--- src/sv/udiv_pkg.sv ---
// Shared constants and types of the unsigned divider.
package udiv_pkg;

    localparam int unsigned WORD_BITS = 64;
    localparam int unsigned CNT_BITS  = $clog2(WORD_BITS);

    typedef struct packed {
        logic load;
        logic step;
    } t_cell_ctl;

endpackage

--- src/sv/udiv_cell.sv ---
// One bit slice of the divider: remainder, quotient and divisor bits with a borrow stage.
module udiv_cell (
    input  logic                i_clk,
    input  udiv_pkg::t_cell_ctl i_ctl,
    input  logic                i_sub,
    input  logic                i_rem_in,
    input  logic                i_quo_in,
    input  logic                i_borrow,
    input  logic                i_dividend_bit,
    input  logic                i_divisor_bit,
    output logic                o_rem,
    output logic                o_quo,
    output logic                o_borrow
);

    logic r_rem;
    logic r_quo;
    logic r_den;
    logic n_rem;
    logic n_quo;
    logic n_den;
    logic w_diff;

    assign w_diff   = i_rem_in ^ r_den ^ i_borrow;
    assign o_borrow = (~i_rem_in & r_den) | (~(i_rem_in ^ r_den) & i_borrow);

    always_comb begin
        n_rem = r_rem;
        n_quo = r_quo;
        n_den = r_den;
        if (i_ctl.load) begin
            n_rem = 1'b0;
            n_quo = i_dividend_bit;
            n_den = i_divisor_bit;
        end else if (i_ctl.step) begin
            n_rem = i_sub ? w_diff : i_rem_in;
            n_quo = i_quo_in;
        end
    end

    always_ff @(posedge i_clk) begin
        r_rem <= n_rem;
        r_quo <= n_quo;
        r_den <= n_den;
    end

    assign o_rem = r_rem;
    assign o_quo = r_quo;

endmodule

--- src/sv/udiv_ctrl.sv ---
// Sequencer of the divider: accepts a transaction, counts the steps and presents the result.
module udiv_ctrl (
    input  logic                i_clk,
    input  logic                i_rst_n,
    input  logic                i_valid,
    input  logic                i_stall,
    input  logic                i_divisor_zero,
    output udiv_pkg::t_cell_ctl o_ctl,
    output logic                o_valid,
    output logic                o_stall,
    output logic                o_divide_by_zero
);

    localparam logic [1:0] ST_IDLE = 2'd0;
    localparam logic [1:0] ST_BUSY = 2'd1;
    localparam logic [1:0] ST_DONE = 2'd2;

    logic [1:0]                   r_state;
    logic [1:0]                   n_state;
    logic [udiv_pkg::CNT_BITS-1:0] r_count;
    logic [udiv_pkg::CNT_BITS-1:0] n_count;
    logic                         r_dbz;
    logic                         n_dbz;

    always_comb begin
        n_state    = r_state;
        n_count    = r_count;
        n_dbz      = r_dbz;
        o_ctl.load = 1'b0;
        o_ctl.step = 1'b0;
        case (r_state)
            ST_IDLE: begin
                if (i_valid) begin
                    o_ctl.load = 1'b1;
                    n_dbz      = i_divisor_zero;
                    n_count    = udiv_pkg::CNT_BITS'(udiv_pkg::WORD_BITS - 1);
                    n_state    = ST_BUSY;
                end
            end
            ST_BUSY: begin
                o_ctl.step = 1'b1;
                if (r_count == '0) begin
                    n_state = ST_DONE;
                end else begin
                    n_count = r_count - 1'b1;
                end
            end
            ST_DONE: begin
                if (!i_stall) begin
                    n_state = ST_IDLE;
                end
            end
            default: begin
                n_state = ST_IDLE;
            end
        endcase
    end

    always_ff @(posedge i_clk) begin
        if (!i_rst_n) begin
            r_state <= ST_IDLE;
        end else begin
            r_state <= n_state;
        end
        r_count <= n_count;
        r_dbz   <= n_dbz;
    end

    assign o_valid          = (r_state == ST_DONE);
    assign o_stall          = (r_state != ST_IDLE);
    assign o_divide_by_zero = r_dbz;

endmodule

--- src/sv/unsigned_divide_64bit_core.sv ---
// Top level of the 64-bit unsigned restoring divider built from a row of bit cells.
// A transaction is loaded into the cells and then takes 64 shift-and-subtract steps,
// one quotient bit per cycle; its result is held until the receiver takes it.
// A new transaction is accepted only after the previous result has been handed off.
// Reset returns the sequencer to idle; the cells are reloaded by every transaction.
module unsigned_divide_64bit_core (
    input  logic                           i_clk,
    input  logic                           i_rst_n,
    input  logic                           i_valid,
    output logic                           o_stall,
    input  logic [udiv_pkg::WORD_BITS-1:0] i_dividend,
    input  logic [udiv_pkg::WORD_BITS-1:0] i_divisor,
    output logic                           o_valid,
    input  logic                           i_stall,
    output logic [udiv_pkg::WORD_BITS-1:0] o_quotient,
    output logic [udiv_pkg::WORD_BITS-1:0] o_remainder,
    output logic                           o_divide_by_zero
);

    localparam int unsigned W = udiv_pkg::WORD_BITS;

    udiv_pkg::t_cell_ctl w_ctl;
    logic [W-1:0]        w_rem;
    logic [W-1:0]        w_quo;
    logic [W:0]          w_borrow;
    logic                w_sub;

    udiv_ctrl u_ctrl (
        .i_clk            (i_clk),
        .i_rst_n          (i_rst_n),
        .i_valid          (i_valid),
        .i_stall          (i_stall),
        .i_divisor_zero   (i_divisor == '0),
        .o_ctl            (w_ctl),
        .o_valid          (o_valid),
        .o_stall          (o_stall),
        .o_divide_by_zero (o_divide_by_zero)
    );

    assign w_borrow[0] = 1'b0;
    assign w_sub       = w_rem[W-1] | ~w_borrow[W];

    for (genvar g = 0; g < W; g++) begin : g_cell
        udiv_cell u_cell (
            .i_clk          (i_clk),
            .i_ctl          (w_ctl),
            .i_sub          (w_sub),
            .i_rem_in       ((g == 0) ? w_quo[W-1] : w_rem[(g == 0) ? 0 : g - 1]),
            .i_quo_in       ((g == 0) ? w_sub : w_quo[(g == 0) ? 0 : g - 1]),
            .i_borrow       (w_borrow[g]),
            .i_dividend_bit (i_dividend[g]),
            .i_divisor_bit  (i_divisor[g]),
            .o_rem          (w_rem[g]),
            .o_quo          (w_quo[g]),
            .o_borrow       (w_borrow[g+1])
        );
    end

    assign o_quotient  = w_quo;
    assign o_remainder = w_rem;

endmodule

--- config.mk ---
export PLATFORM = sky130hd
export DESIGN_NAME = unsigned_divide_64bit_core
export DESIGN_NICKNAME = d
export VERILOG_FILES = /design/src/sv/udiv_pkg.sv /design/src/sv/udiv_cell.sv /design/src/sv/udiv_ctrl.sv /design/src/sv/unsigned_divide_64bit_core.sv
export SDC_FILE = /design/constraint.sdc
export NUM_CORES = 1
export LEC_CHECK = 0
export BUFFER_PORTS_ARGS = -buffer_cell sky130_fd_sc_hd__buf_2
export CORE_MARGIN = 2
export CORE_UTILIZATION = 25
export CTS_CLUSTER_DIAMETER = 120
export CTS_CLUSTER_SIZE = 28
export DETAILED_ROUTE_END_ITERATION = 6
export GPL_TIMING_DRIVEN = 0
export PLACE_DENSITY = 0.49
export SYNTH_ARGS = -nofsm -noshare
export SYNTH_HDL_FRONTEND = slang
export SYNTH_HIERARCHICAL = 1
export SYNTH_SLANG_ARGS = --single-unit
--- constraint.sdc ---
create_clock -name i_clk -period 37.8 [get_ports i_clk]
set_clock_uncertainty 0.15 [all_clocks]
set_input_delay 1.89 -clock i_clk [delete_from_list [all_inputs] [get_ports i_clk]]
set_output_delay 1.89 -clock i_clk [all_outputs]
set_load 0.01 [all_outputs]
* After elaboration in Yosys (flattened, before gate mapping)
Index checks and enable logic that the tools add are counted.
** Cells by class
- Eq/ne operators :: 6
- Bitwise gates (word level) :: 446
- Reduce and logical (&&, ||, !) cells :: 9
- Muxes and demuxes :: 202
- Add/sub/neg operators :: 1
** Operators with widths (count)
- 1-bit two-way mux :: 195
- 1-bit inverter :: 128
- 1-bit AND :: 127
- 1-bit XOR :: 127
- 64-bit logical NOT :: 1
- 1-bit OR :: 64
- 6-bit two-way mux :: 2
- 6-bit case mux with 2 select lines :: 1
- 6-bit logical NOT :: 1
- 2-bit two-way mux :: 3
- 2-bit inequality test, second input constant :: 3
- 2-bit case mux with 3 select lines :: 1
- 3-bit AND reduction :: 2
- 2-bit nonzero test :: 3
- 6-bit by 1-bit subtractor with 6-bit output, second input constant :: 1
- 2-bit by 1-bit equality test with 1-bit output, second input constant :: 1
- 2-bit equality test, second input constant :: 1
- 2-bit logical NOT :: 1
- 2-bit by 1-bit inequality test with 1-bit output, second input constant :: 1
- 2-bit AND reduction :: 1
** Word-level totals
- Bits in registers :: 201
- Logic and storage cells :: 859

* Depth between registers and ports, before layout
- Word-level depth :: 132
- Mapped depth :: 117
- Gate-level depth less buffers :: 117

* Hierarchy
The synthesis kept the hierarchy.
** By module, submodules not included
- udiv_cell (g_cell[35].u_cell ...) :: times used 35, seq. area each 80.1 um^2, area each 152.6 um^2, cells each 12
- udiv_cell (g_cell[0].u_cell ...) :: times used 25, seq. area each 80.1 um^2, area each 155.1 um^2, cells each 12
- udiv_cell (g_cell[32].u_cell ...) :: times used 4, seq. area each 80.1 um^2, area each 146.4 um^2, cells each 11
- udiv_ctrl :: times used 1, seq. area each 250.2 um^2, area each 456.7 um^2, cells each 40
- unsigned_divide_64bit_core :: times used 1, seq. area each 0.0 um^2, area each 153.9 um^2, cells each 23

* Worst setup path after synthesis
No wires, ideal clock.
- Kind :: reg2reg
- Start point :: register g_cell[63].u_cell.r_quo
- End point :: register g_cell[0].u_cell.r_rem
- Path slack :: 12.168 ns
- Stages on the path, launching flop included :: 117
- Arrival :: 24.851 ns
- Clock period less this slack :: 25.632 ns
- Setup time :: 0.631 ns
- Path buffers :: 0
- Path through :: edfxtp_1 fa_1 inv_1 inv_1 fa_1 inv_1 inv_1 fa_1 inv_1 fa_1 fa_1 fa_1 fa_1 fa_1 fa_1 fa_1 inv_1 fa_1 [81 not listed] fa_1 fa_1 fa_1 fa_1 fa_1 fa_1 fa_1 fa_1 fa_1 fa_1 fa_1 fa_1 fa_1 fa_1 fa_1 nand2b_1 mux2i_1 a211oi_2
** Between the ends
- Longest elaborated chain between the ends :: 131
** Ends and longest elaborated chain
- from (decl) :: RTL line udiv_cell.sv:17 : logic r_quo;
- from (signal assigned) :: RTL line udiv_cell.sv:43 : r_quo <= n_quo;
- 1-bit inverter :: RTL line udiv_cell.sv:25 : assign o_borrow = (~i_rem_in & r_den) | (~(i_rem_in ^ r_den) & i_borrow);
- 1-bit AND :: RTL line udiv_cell.sv:25
- named net w_borrow[1] :: RTL line unsigned_divide_64bit_core.sv:25 : logic [W:0] w_borrow;
- 1-bit AND :: RTL line udiv_cell.sv:25
- 1-bit OR :: RTL line udiv_cell.sv:25
- named net w_borrow[2] :: RTL line unsigned_divide_64bit_core.sv:25
- 1-bit AND :: RTL line udiv_cell.sv:25
- 1-bit OR :: RTL line udiv_cell.sv:25
- named net w_borrow[3] :: RTL line unsigned_divide_64bit_core.sv:25
- [2 not listed]
- named net w_borrow[4] :: RTL line unsigned_divide_64bit_core.sv:25
- [2 not listed]
- named net w_borrow[5] :: RTL line unsigned_divide_64bit_core.sv:25
- [2 not listed]
- named net w_borrow[6] :: RTL line unsigned_divide_64bit_core.sv:25
- [2 not listed]
- named net w_borrow[7] :: RTL line unsigned_divide_64bit_core.sv:25
- [2 not listed]
- named net w_borrow[8] :: RTL line unsigned_divide_64bit_core.sv:25
- [2 not listed]
- named net w_borrow[9] :: RTL line unsigned_divide_64bit_core.sv:25
- [2 not listed]
- named net w_borrow[10] :: RTL line unsigned_divide_64bit_core.sv:25
- [2 not listed]
- named net w_borrow[11] :: RTL line unsigned_divide_64bit_core.sv:25
- [2 not listed]
- named net w_borrow[12] :: RTL line unsigned_divide_64bit_core.sv:25
- [2 not listed]
- named net w_borrow[13] :: RTL line unsigned_divide_64bit_core.sv:25
- [2 not listed]
- named net w_borrow[14] :: RTL line unsigned_divide_64bit_core.sv:25
- [2 not listed]
- named net w_borrow[15] :: RTL line unsigned_divide_64bit_core.sv:25
- [2 not listed]
- named net w_borrow[16] :: RTL line unsigned_divide_64bit_core.sv:25
- [2 not listed]
- named net w_borrow[17] :: RTL line unsigned_divide_64bit_core.sv:25
- [2 not listed]
- named net w_borrow[18] :: RTL line unsigned_divide_64bit_core.sv:25
- [2 not listed]
- named net w_borrow[19] :: RTL line unsigned_divide_64bit_core.sv:25
- [2 not listed]
- named net w_borrow[20] :: RTL line unsigned_divide_64bit_core.sv:25
- [2 not listed]
- named net w_borrow[21] :: RTL line unsigned_divide_64bit_core.sv:25
- [2 not listed]
- named net w_borrow[22] :: RTL line unsigned_divide_64bit_core.sv:25
- [2 not listed]
- named net w_borrow[23] :: RTL line unsigned_divide_64bit_core.sv:25
- [2 not listed]
- named net w_borrow[24] :: RTL line unsigned_divide_64bit_core.sv:25
- [2 not listed]
- named net w_borrow[25] :: RTL line unsigned_divide_64bit_core.sv:25
- [2 not listed]
- named net w_borrow[26] :: RTL line unsigned_divide_64bit_core.sv:25
- [2 not listed]
- named net w_borrow[27] :: RTL line unsigned_divide_64bit_core.sv:25
- [2 not listed]
- named net w_borrow[28] :: RTL line unsigned_divide_64bit_core.sv:25
- [2 not listed]
- named net w_borrow[29] :: RTL line unsigned_divide_64bit_core.sv:25
- [2 not listed]
- named net w_borrow[30] :: RTL line unsigned_divide_64bit_core.sv:25
- [2 not listed]
- named net w_borrow[31] :: RTL line unsigned_divide_64bit_core.sv:25
- [2 not listed]
- named net w_borrow[32] :: RTL line unsigned_divide_64bit_core.sv:25
- [2 not listed]
- named net w_borrow[33] :: RTL line unsigned_divide_64bit_core.sv:25
- [2 not listed]
- named net w_borrow[34] :: RTL line unsigned_divide_64bit_core.sv:25
- [2 not listed]
- named net w_borrow[35] :: RTL line unsigned_divide_64bit_core.sv:25
- [2 not listed]
- named net w_borrow[36] :: RTL line unsigned_divide_64bit_core.sv:25
- [2 not listed]
- named net w_borrow[37] :: RTL line unsigned_divide_64bit_core.sv:25
- [2 not listed]
- named net w_borrow[38] :: RTL line unsigned_divide_64bit_core.sv:25
- [2 not listed]
- named net w_borrow[39] :: RTL line unsigned_divide_64bit_core.sv:25
- [2 not listed]
- named net w_borrow[40] :: RTL line unsigned_divide_64bit_core.sv:25
- [2 not listed]
- named net w_borrow[41] :: RTL line unsigned_divide_64bit_core.sv:25
- [2 not listed]
- named net w_borrow[42] :: RTL line unsigned_divide_64bit_core.sv:25
- [2 not listed]
- named net w_borrow[43] :: RTL line unsigned_divide_64bit_core.sv:25
- [2 not listed]
- named net w_borrow[44] :: RTL line unsigned_divide_64bit_core.sv:25
- [2 not listed]
- named net w_borrow[45] :: RTL line unsigned_divide_64bit_core.sv:25
- [2 not listed]
- named net w_borrow[46] :: RTL line unsigned_divide_64bit_core.sv:25
- [2 not listed]
- named net w_borrow[47] :: RTL line unsigned_divide_64bit_core.sv:25
- [2 not listed]
- named net w_borrow[48] :: RTL line unsigned_divide_64bit_core.sv:25
- [2 not listed]
- named net w_borrow[49] :: RTL line unsigned_divide_64bit_core.sv:25
- [2 not listed]
- named net w_borrow[50] :: RTL line unsigned_divide_64bit_core.sv:25
- [2 not listed]
- named net w_borrow[51] :: RTL line unsigned_divide_64bit_core.sv:25
- [2 not listed]
- named net w_borrow[52] :: RTL line unsigned_divide_64bit_core.sv:25
- [2 not listed]
- named net w_borrow[53] :: RTL line unsigned_divide_64bit_core.sv:25
- [2 not listed]
- named net w_borrow[54] :: RTL line unsigned_divide_64bit_core.sv:25
- [2 not listed]
- named net w_borrow[55] :: RTL line unsigned_divide_64bit_core.sv:25
- [2 not listed]
- named net w_borrow[56] :: RTL line unsigned_divide_64bit_core.sv:25
- [2 not listed]
- named net w_borrow[57] :: RTL line unsigned_divide_64bit_core.sv:25
- [2 not listed]
- named net w_borrow[58] :: RTL line unsigned_divide_64bit_core.sv:25
- [2 not listed]
- named net w_borrow[59] :: RTL line unsigned_divide_64bit_core.sv:25
- [2 not listed]
- named net w_borrow[60] :: RTL line unsigned_divide_64bit_core.sv:25
- [2 not listed]
- named net w_borrow[61] :: RTL line unsigned_divide_64bit_core.sv:25
- [2 not listed]
- named net w_borrow[62] :: RTL line unsigned_divide_64bit_core.sv:25
- [2 not listed]
- named net w_borrow[63] :: RTL line unsigned_divide_64bit_core.sv:25
- 1-bit AND :: RTL line udiv_cell.sv:25
- 1-bit OR :: RTL line udiv_cell.sv:25
- named net w_borrow[64] :: RTL line unsigned_divide_64bit_core.sv:25
- 1-bit inverter :: RTL line unsigned_divide_64bit_core.sv:41 : assign w_sub = w_rem[W-1] | ~w_borrow[W];
- 1-bit OR :: RTL line unsigned_divide_64bit_core.sv:41
- named net w_sub :: RTL line unsigned_divide_64bit_core.sv:26 : logic w_sub;
- 1-bit two-way mux :: RTL line udiv_cell.sv:36 : n_rem = i_sub ? w_diff : i_rem_in;
- to (signal assigned) :: RTL line udiv_cell.sv:42 : r_rem <= n_rem;
- to (decl) :: RTL line udiv_cell.sv:16 : logic r_rem;
The timed path passes the listed nets, and every way through them passes these cells.
A chain may end at the register's enable or synchronous reset.

* Worst setup path in the final report
- Start point :: register g_cell[63].u_cell.r_quo
- End point :: register g_cell[29].u_cell.r_rem
** Between the ends
- Longest elaborated chain between the ends :: 131
** Ends and longest elaborated chain (RTL line)
- 1-bit inverter :: udiv_cell.sv:25
- 1-bit AND :: udiv_cell.sv:25
- named net w_borrow[1] :: unsigned_divide_64bit_core.sv:25
- 1-bit AND :: udiv_cell.sv:25
- 1-bit OR :: udiv_cell.sv:25
- named net w_borrow[2] :: unsigned_divide_64bit_core.sv:25
- 1-bit AND :: udiv_cell.sv:25
- 1-bit OR :: udiv_cell.sv:25
- named net w_borrow[3] :: unsigned_divide_64bit_core.sv:25
- [2 not listed]
- named net w_borrow[4] :: unsigned_divide_64bit_core.sv:25
- [2 not listed]
- named net w_borrow[5] :: unsigned_divide_64bit_core.sv:25
- [2 not listed]
- named net w_borrow[6] :: unsigned_divide_64bit_core.sv:25
- [2 not listed]
- named net w_borrow[7] :: unsigned_divide_64bit_core.sv:25
- [2 not listed]
- named net w_borrow[8] :: unsigned_divide_64bit_core.sv:25
- [2 not listed]
- named net w_borrow[9] :: unsigned_divide_64bit_core.sv:25
- [2 not listed]
- named net w_borrow[10] :: unsigned_divide_64bit_core.sv:25
- [2 not listed]
- named net w_borrow[11] :: unsigned_divide_64bit_core.sv:25
- [2 not listed]
- named net w_borrow[12] :: unsigned_divide_64bit_core.sv:25
- [2 not listed]
- named net w_borrow[13] :: unsigned_divide_64bit_core.sv:25
- [2 not listed]
- named net w_borrow[14] :: unsigned_divide_64bit_core.sv:25
- [2 not listed]
- named net w_borrow[15] :: unsigned_divide_64bit_core.sv:25
- [2 not listed]
- named net w_borrow[16] :: unsigned_divide_64bit_core.sv:25
- [2 not listed]
- named net w_borrow[17] :: unsigned_divide_64bit_core.sv:25
- [2 not listed]
- named net w_borrow[18] :: unsigned_divide_64bit_core.sv:25
- [2 not listed]
- named net w_borrow[19] :: unsigned_divide_64bit_core.sv:25
- [2 not listed]
- named net w_borrow[20] :: unsigned_divide_64bit_core.sv:25
- [2 not listed]
- named net w_borrow[21] :: unsigned_divide_64bit_core.sv:25
- [2 not listed]
- named net w_borrow[22] :: unsigned_divide_64bit_core.sv:25
- [2 not listed]
- named net w_borrow[23] :: unsigned_divide_64bit_core.sv:25
- [2 not listed]
- named net w_borrow[24] :: unsigned_divide_64bit_core.sv:25
- [2 not listed]
- named net w_borrow[25] :: unsigned_divide_64bit_core.sv:25
- [2 not listed]
- named net w_borrow[26] :: unsigned_divide_64bit_core.sv:25
- [2 not listed]
- named net w_borrow[27] :: unsigned_divide_64bit_core.sv:25
- [2 not listed]
- named net w_borrow[28] :: unsigned_divide_64bit_core.sv:25
- [2 not listed]
- named net w_borrow[29] :: unsigned_divide_64bit_core.sv:25
- [2 not listed]
- named net w_borrow[30] :: unsigned_divide_64bit_core.sv:25
- [2 not listed]
- named net w_borrow[31] :: unsigned_divide_64bit_core.sv:25
- [2 not listed]
- named net w_borrow[32] :: unsigned_divide_64bit_core.sv:25
- [2 not listed]
- named net w_borrow[33] :: unsigned_divide_64bit_core.sv:25
- [2 not listed]
- named net w_borrow[34] :: unsigned_divide_64bit_core.sv:25
- [2 not listed]
- named net w_borrow[35] :: unsigned_divide_64bit_core.sv:25
- [2 not listed]
- named net w_borrow[36] :: unsigned_divide_64bit_core.sv:25
- [2 not listed]
- named net w_borrow[37] :: unsigned_divide_64bit_core.sv:25
- [2 not listed]
- named net w_borrow[38] :: unsigned_divide_64bit_core.sv:25
- [2 not listed]
- named net w_borrow[39] :: unsigned_divide_64bit_core.sv:25
- [2 not listed]
- named net w_borrow[40] :: unsigned_divide_64bit_core.sv:25
- [2 not listed]
- named net w_borrow[41] :: unsigned_divide_64bit_core.sv:25
- [2 not listed]
- named net w_borrow[42] :: unsigned_divide_64bit_core.sv:25
- [2 not listed]
- named net w_borrow[43] :: unsigned_divide_64bit_core.sv:25
- [2 not listed]
- named net w_borrow[44] :: unsigned_divide_64bit_core.sv:25
- [2 not listed]
- named net w_borrow[45] :: unsigned_divide_64bit_core.sv:25
- [2 not listed]
- named net w_borrow[46] :: unsigned_divide_64bit_core.sv:25
- [2 not listed]
- named net w_borrow[47] :: unsigned_divide_64bit_core.sv:25
- [2 not listed]
- named net w_borrow[48] :: unsigned_divide_64bit_core.sv:25
- [2 not listed]
- named net w_borrow[49] :: unsigned_divide_64bit_core.sv:25
- [2 not listed]
- named net w_borrow[50] :: unsigned_divide_64bit_core.sv:25
- [2 not listed]
- named net w_borrow[51] :: unsigned_divide_64bit_core.sv:25
- [2 not listed]
- named net w_borrow[52] :: unsigned_divide_64bit_core.sv:25
- [2 not listed]
- named net w_borrow[53] :: unsigned_divide_64bit_core.sv:25
- [2 not listed]
- named net w_borrow[54] :: unsigned_divide_64bit_core.sv:25
- [2 not listed]
- named net w_borrow[55] :: unsigned_divide_64bit_core.sv:25
- [2 not listed]
- named net w_borrow[56] :: unsigned_divide_64bit_core.sv:25
- [2 not listed]
- named net w_borrow[57] :: unsigned_divide_64bit_core.sv:25
- [2 not listed]
- named net w_borrow[58] :: unsigned_divide_64bit_core.sv:25
- [2 not listed]
- named net w_borrow[59] :: unsigned_divide_64bit_core.sv:25
- [2 not listed]
- named net w_borrow[60] :: unsigned_divide_64bit_core.sv:25
- [2 not listed]
- named net w_borrow[61] :: unsigned_divide_64bit_core.sv:25
- [2 not listed]
- named net w_borrow[62] :: unsigned_divide_64bit_core.sv:25
- [2 not listed]
- named net w_borrow[63] :: unsigned_divide_64bit_core.sv:25
- 1-bit AND :: udiv_cell.sv:25
- 1-bit OR :: udiv_cell.sv:25
- named net w_borrow[64] :: unsigned_divide_64bit_core.sv:25
- 1-bit inverter :: unsigned_divide_64bit_core.sv:41
- 1-bit OR :: unsigned_divide_64bit_core.sv:41
- named net w_sub :: unsigned_divide_64bit_core.sv:26
- 1-bit two-way mux :: udiv_cell.sv:36
- to (signal assigned) :: udiv_cell.sv:42
- to (decl) :: udiv_cell.sv:16
The timed path passes the listed nets, and every way through them passes these cells.

==> summary.txt <==
Logic synthesis
  – Number of synthesized flops with an enable pin: 135
  – YS warnings: 6
  – Syn Area/Cell: around 13 um2
  – Primary FF master, synth: edfxtp_1
  – Synth top area share: 38.9%
  – Yosys cell types: 35
  – Dominant cell type by area after synthesis: edfxtp_1
  – Synth Register Bits: 201
  – Commonest cells post-synth: inv_1, edfxtp_1, nor2_1
  – Cell count after synthesis: 827
  – Most numerous cell in the Yosys netlist: inv_1
  – Post-Syn Nets: 1025
  – Synth top area cells: edfxtp_1, dfxtp_1, fa_1
  – Post-synthesis cell area: roughly 10000 um2
  – Register area share after synthesis: 51.6%
  – Async S/R FF share, synth: 0%

Cells and area
  – Nets: 1310
  – Sequential cell area: around 5400 um2
  – Multi-input logic area: ~4500 um2
  – Share of cells above drive strength 1: 34.0%
  – Filler Cells Inserted: 4191
  – Area Overhead vs Synth: 24.7%
  – Final core area utilization: 31.7%

Pwr
  – Tot Pwr: 0.766 mW
  – PwrDens: 58.9 nW/um2
  – Leakage power: 5.22 nW
  – Max VDD drop: around 0.00004 V
  – NetSw: 0.281 mW
  – Seq pwr share: between 40% and 50%
  – Int Power: 0.485 mW
  – Clock Power Share: 19.2%
  – Sw Ratio: 36.7%
  – Gate power share: 40.0%

STA
  – Max Freq: 0.0391 GHz
  – Final hold vios: 0
  – Slew headroom: 39.5%
  – RSZ-0062 raised after global routing: no
  – Crit path time final: 25.60 ns
  – Setup TNS: 0 ns
  – Max Slew Vio Count: 0
  – Slew at the pin closest to its max-slew limit: 0.901 ns
  – Hold slack: 0.383 ns
  – Final period util: 67.7%
  – Final Setup Violations: 0

Route
  – DRT iter0 DRCs: ~260
  – Routed WL: 25700 um
  – Residual DRC: 0
  – WL per Instance: 15.6 um
  – First drt pass iteration count: 4
  – Remaining antenna violation count: 0
  – Via density: 4.23
  – Via count: 6982

CTS
  – Bufs on Longest Clock Path: 3
  – Post-CTS Setup Bufs: 0
  – Max H-tree Level: 1
  – Clk slew on worst S/H paths: approximately 0.11 ns
  – Clock Sinks: 201
  – TritonCTS clock tree: done
  – Post-CTS Resized: 0
  – Root Driver: clkbuf_16
  – Clock latency on the worst-skew pair: around 0.48 ns
  – Hold bufs inserted after CTS: 0
  – CTS Buf Count: 11

Floorplan
  – Die area: ~43000 um2
  – IO Pins: 263
  – Initial core utilization: 25.4%
  – Core Area: 41000 um2
  – Die height: ~210 um
  – Row cnt: 74
  – Die Width: 208 um

Worst setup path
  – Most frequent CP cell: fa_1
  – Crit-path leading delay family: adder cells
  – Crit path max fanout: 68
  – Slowest-stage cell, CP: nand2b_4
  – WS Path Type: reg -> reg
  – WP data required: 38.00 ns
  – CP bufs+invs: 50
  – Crit end category: flip-flop
  – Critical Path AT: 25.80 ns
  – Max incr delay on CP: 0.64 ns
  – Setup crit start kind: flip-flop

Global route
  – Largest net degree at the start of global routing: 105
  – Total gr overflow: 0
  – Vias in the first global route: 7033
  – Antenna violations before repair: 1
  – First-pass GRT wire length: 40700 um
  – Global Route Usage Sum: between 10% and 20%

Run
  – Max-cap violations: 0

Run status
  – Status: finished clean

Placed design
  – Detailed placement HPWL: 19100 um
  – Final GP Congestion: 0.723
  – # port buffers: 262

Hold path
  – HP Class: reg -> reg
==> stage by stage <==
step	cells	setup WS [ns]	area (um2)
after global placement	1621	8.69	12400
after global routing	1649	10.48	13000
final	1649	12.20	13000
after CTS	1648	11.64	13000
after detailed placement	1631	11.70	12600
after floorplan	827	12.17	10400
==> cell type report <==
type	instances	share of cell area [%]
tap	532	5.12
clock buffer	13	2.25
buffer	1	0.0867
clock inverter	4	0.568
inverter	152	4.39
timing repair buffer	272	11.7
antenna	1	0.0193
multi-input combinational	473	34.5
sequential	201	41.4
==> power groups by stage <==
stage / Clock [mW] / Sequential [mW] / Combinational (mW)
6_report: 0.147 / 0.312 / 0.307
5_1_grt: 0.161 / 0.320 / 0.355
4_1_cts: 0.156 / 0.315 / 0.317
3_5_place_dp: 0 / 0.319 / 0.316
3_3_place_gp: 0 / 0.322 / 0.334
2_1_floorplan: 0 / 0.329 / 0.208
==> sequential cells by signal, summed over array words and instances (netlist names) <==
signal,flops
u_ctrl/r_state,2
g_cell.u_cell/r_den,64
u_ctrl/o_divide_by_zero,1
g_cell.u_cell/o_quo,64
g_cell.u_cell/o_rem,64
u_ctrl/r_count,6
==> per-layer routing <==
| layer | routed length, um | GRT usage (%) |
|---|---|---|
| met1 | 12000 | 15.7 |
| met5 | 0 | 0 |
| met2 | 11900 | 19.4 |
| met4 | 470 | 2.38 |
| met3 | 1340 | 2.61 |
==> final timing paths <==
| check | slack [ns] | startpoint | to | cells past startpoint |
|---|---|---|---|---|
| worst max-delay path | 12.20 | g_cell[63].u_cell/o_quo$_DFFE_PP_ | g_cell[29].u_cell/o_rem$_SDFFE_PP0P_ | 117 |
| worst max register to register | 12.20 | g_cell[63].u_cell/o_quo$_DFFE_PP_ | g_cell[29].u_cell/o_rem$_SDFFE_PP0P_ | 117 |
| worst min register to register | 0.38 | g_cell[33].u_cell/o_rem$_SDFFE_PP0P_ | g_cell[34].u_cell/o_rem$_SDFFE_PP0P_ | 2 |
| worst min-delay path | 0.38 | g_cell[33].u_cell/o_rem$_SDFFE_PP0P_ | g_cell[34].u_cell/o_rem$_SDFFE_PP0P_ | 2 |
==> cells in the final DEF (no fill, tap or decap), drive strengths merged, types with 64 or more instances in the layout <==
master / Yosys / routed
or2: 65 / 65
mux2: 64 / 64
inv: 152 / 152
dfxtp: 66 / 66
fa: 64 / 64
nor2: 67 / 67
edfxtp: 135 / 135
buf: 1 / 273
==> cell families (layout without fill, tap and decap cells) <==
kind of cell             count (synthesis)  in the layout  share of synthesized area, %
flip-flops                             201            201                          51.6
AND/OR/NAND/NOR                        247            247                          14.3
adder cells (fa/ha/maj)                 66             66                          12.5
other                                    1              2                        0.0360
XOR/XNOR                                 3              3                         0.252
buffers and inverters                  153            442                          5.52
AO/OA/AOI/OAI                           67             67                          6.47
multiplexers                            89             89                          9.32
==> worst register-to-register path: cells and delay by family, from the launching register on <==
| kind | cells | cell delay (ns) |
|---|---|---|
| AO/OA/AOI/OAI | 1 | 0.10 |
| AND/OR/NAND/NOR | 1 | 0.64 |
| buffers and inverters | 50 | 2.76 |
| multiplexers | 1 | 0.31 |
| flip-flops | 1 | 0.49 |
| adder cells (fa/ha/maj) | 64 | 21.04 |
Note: power is estimated with default switching activity, not from simulation.
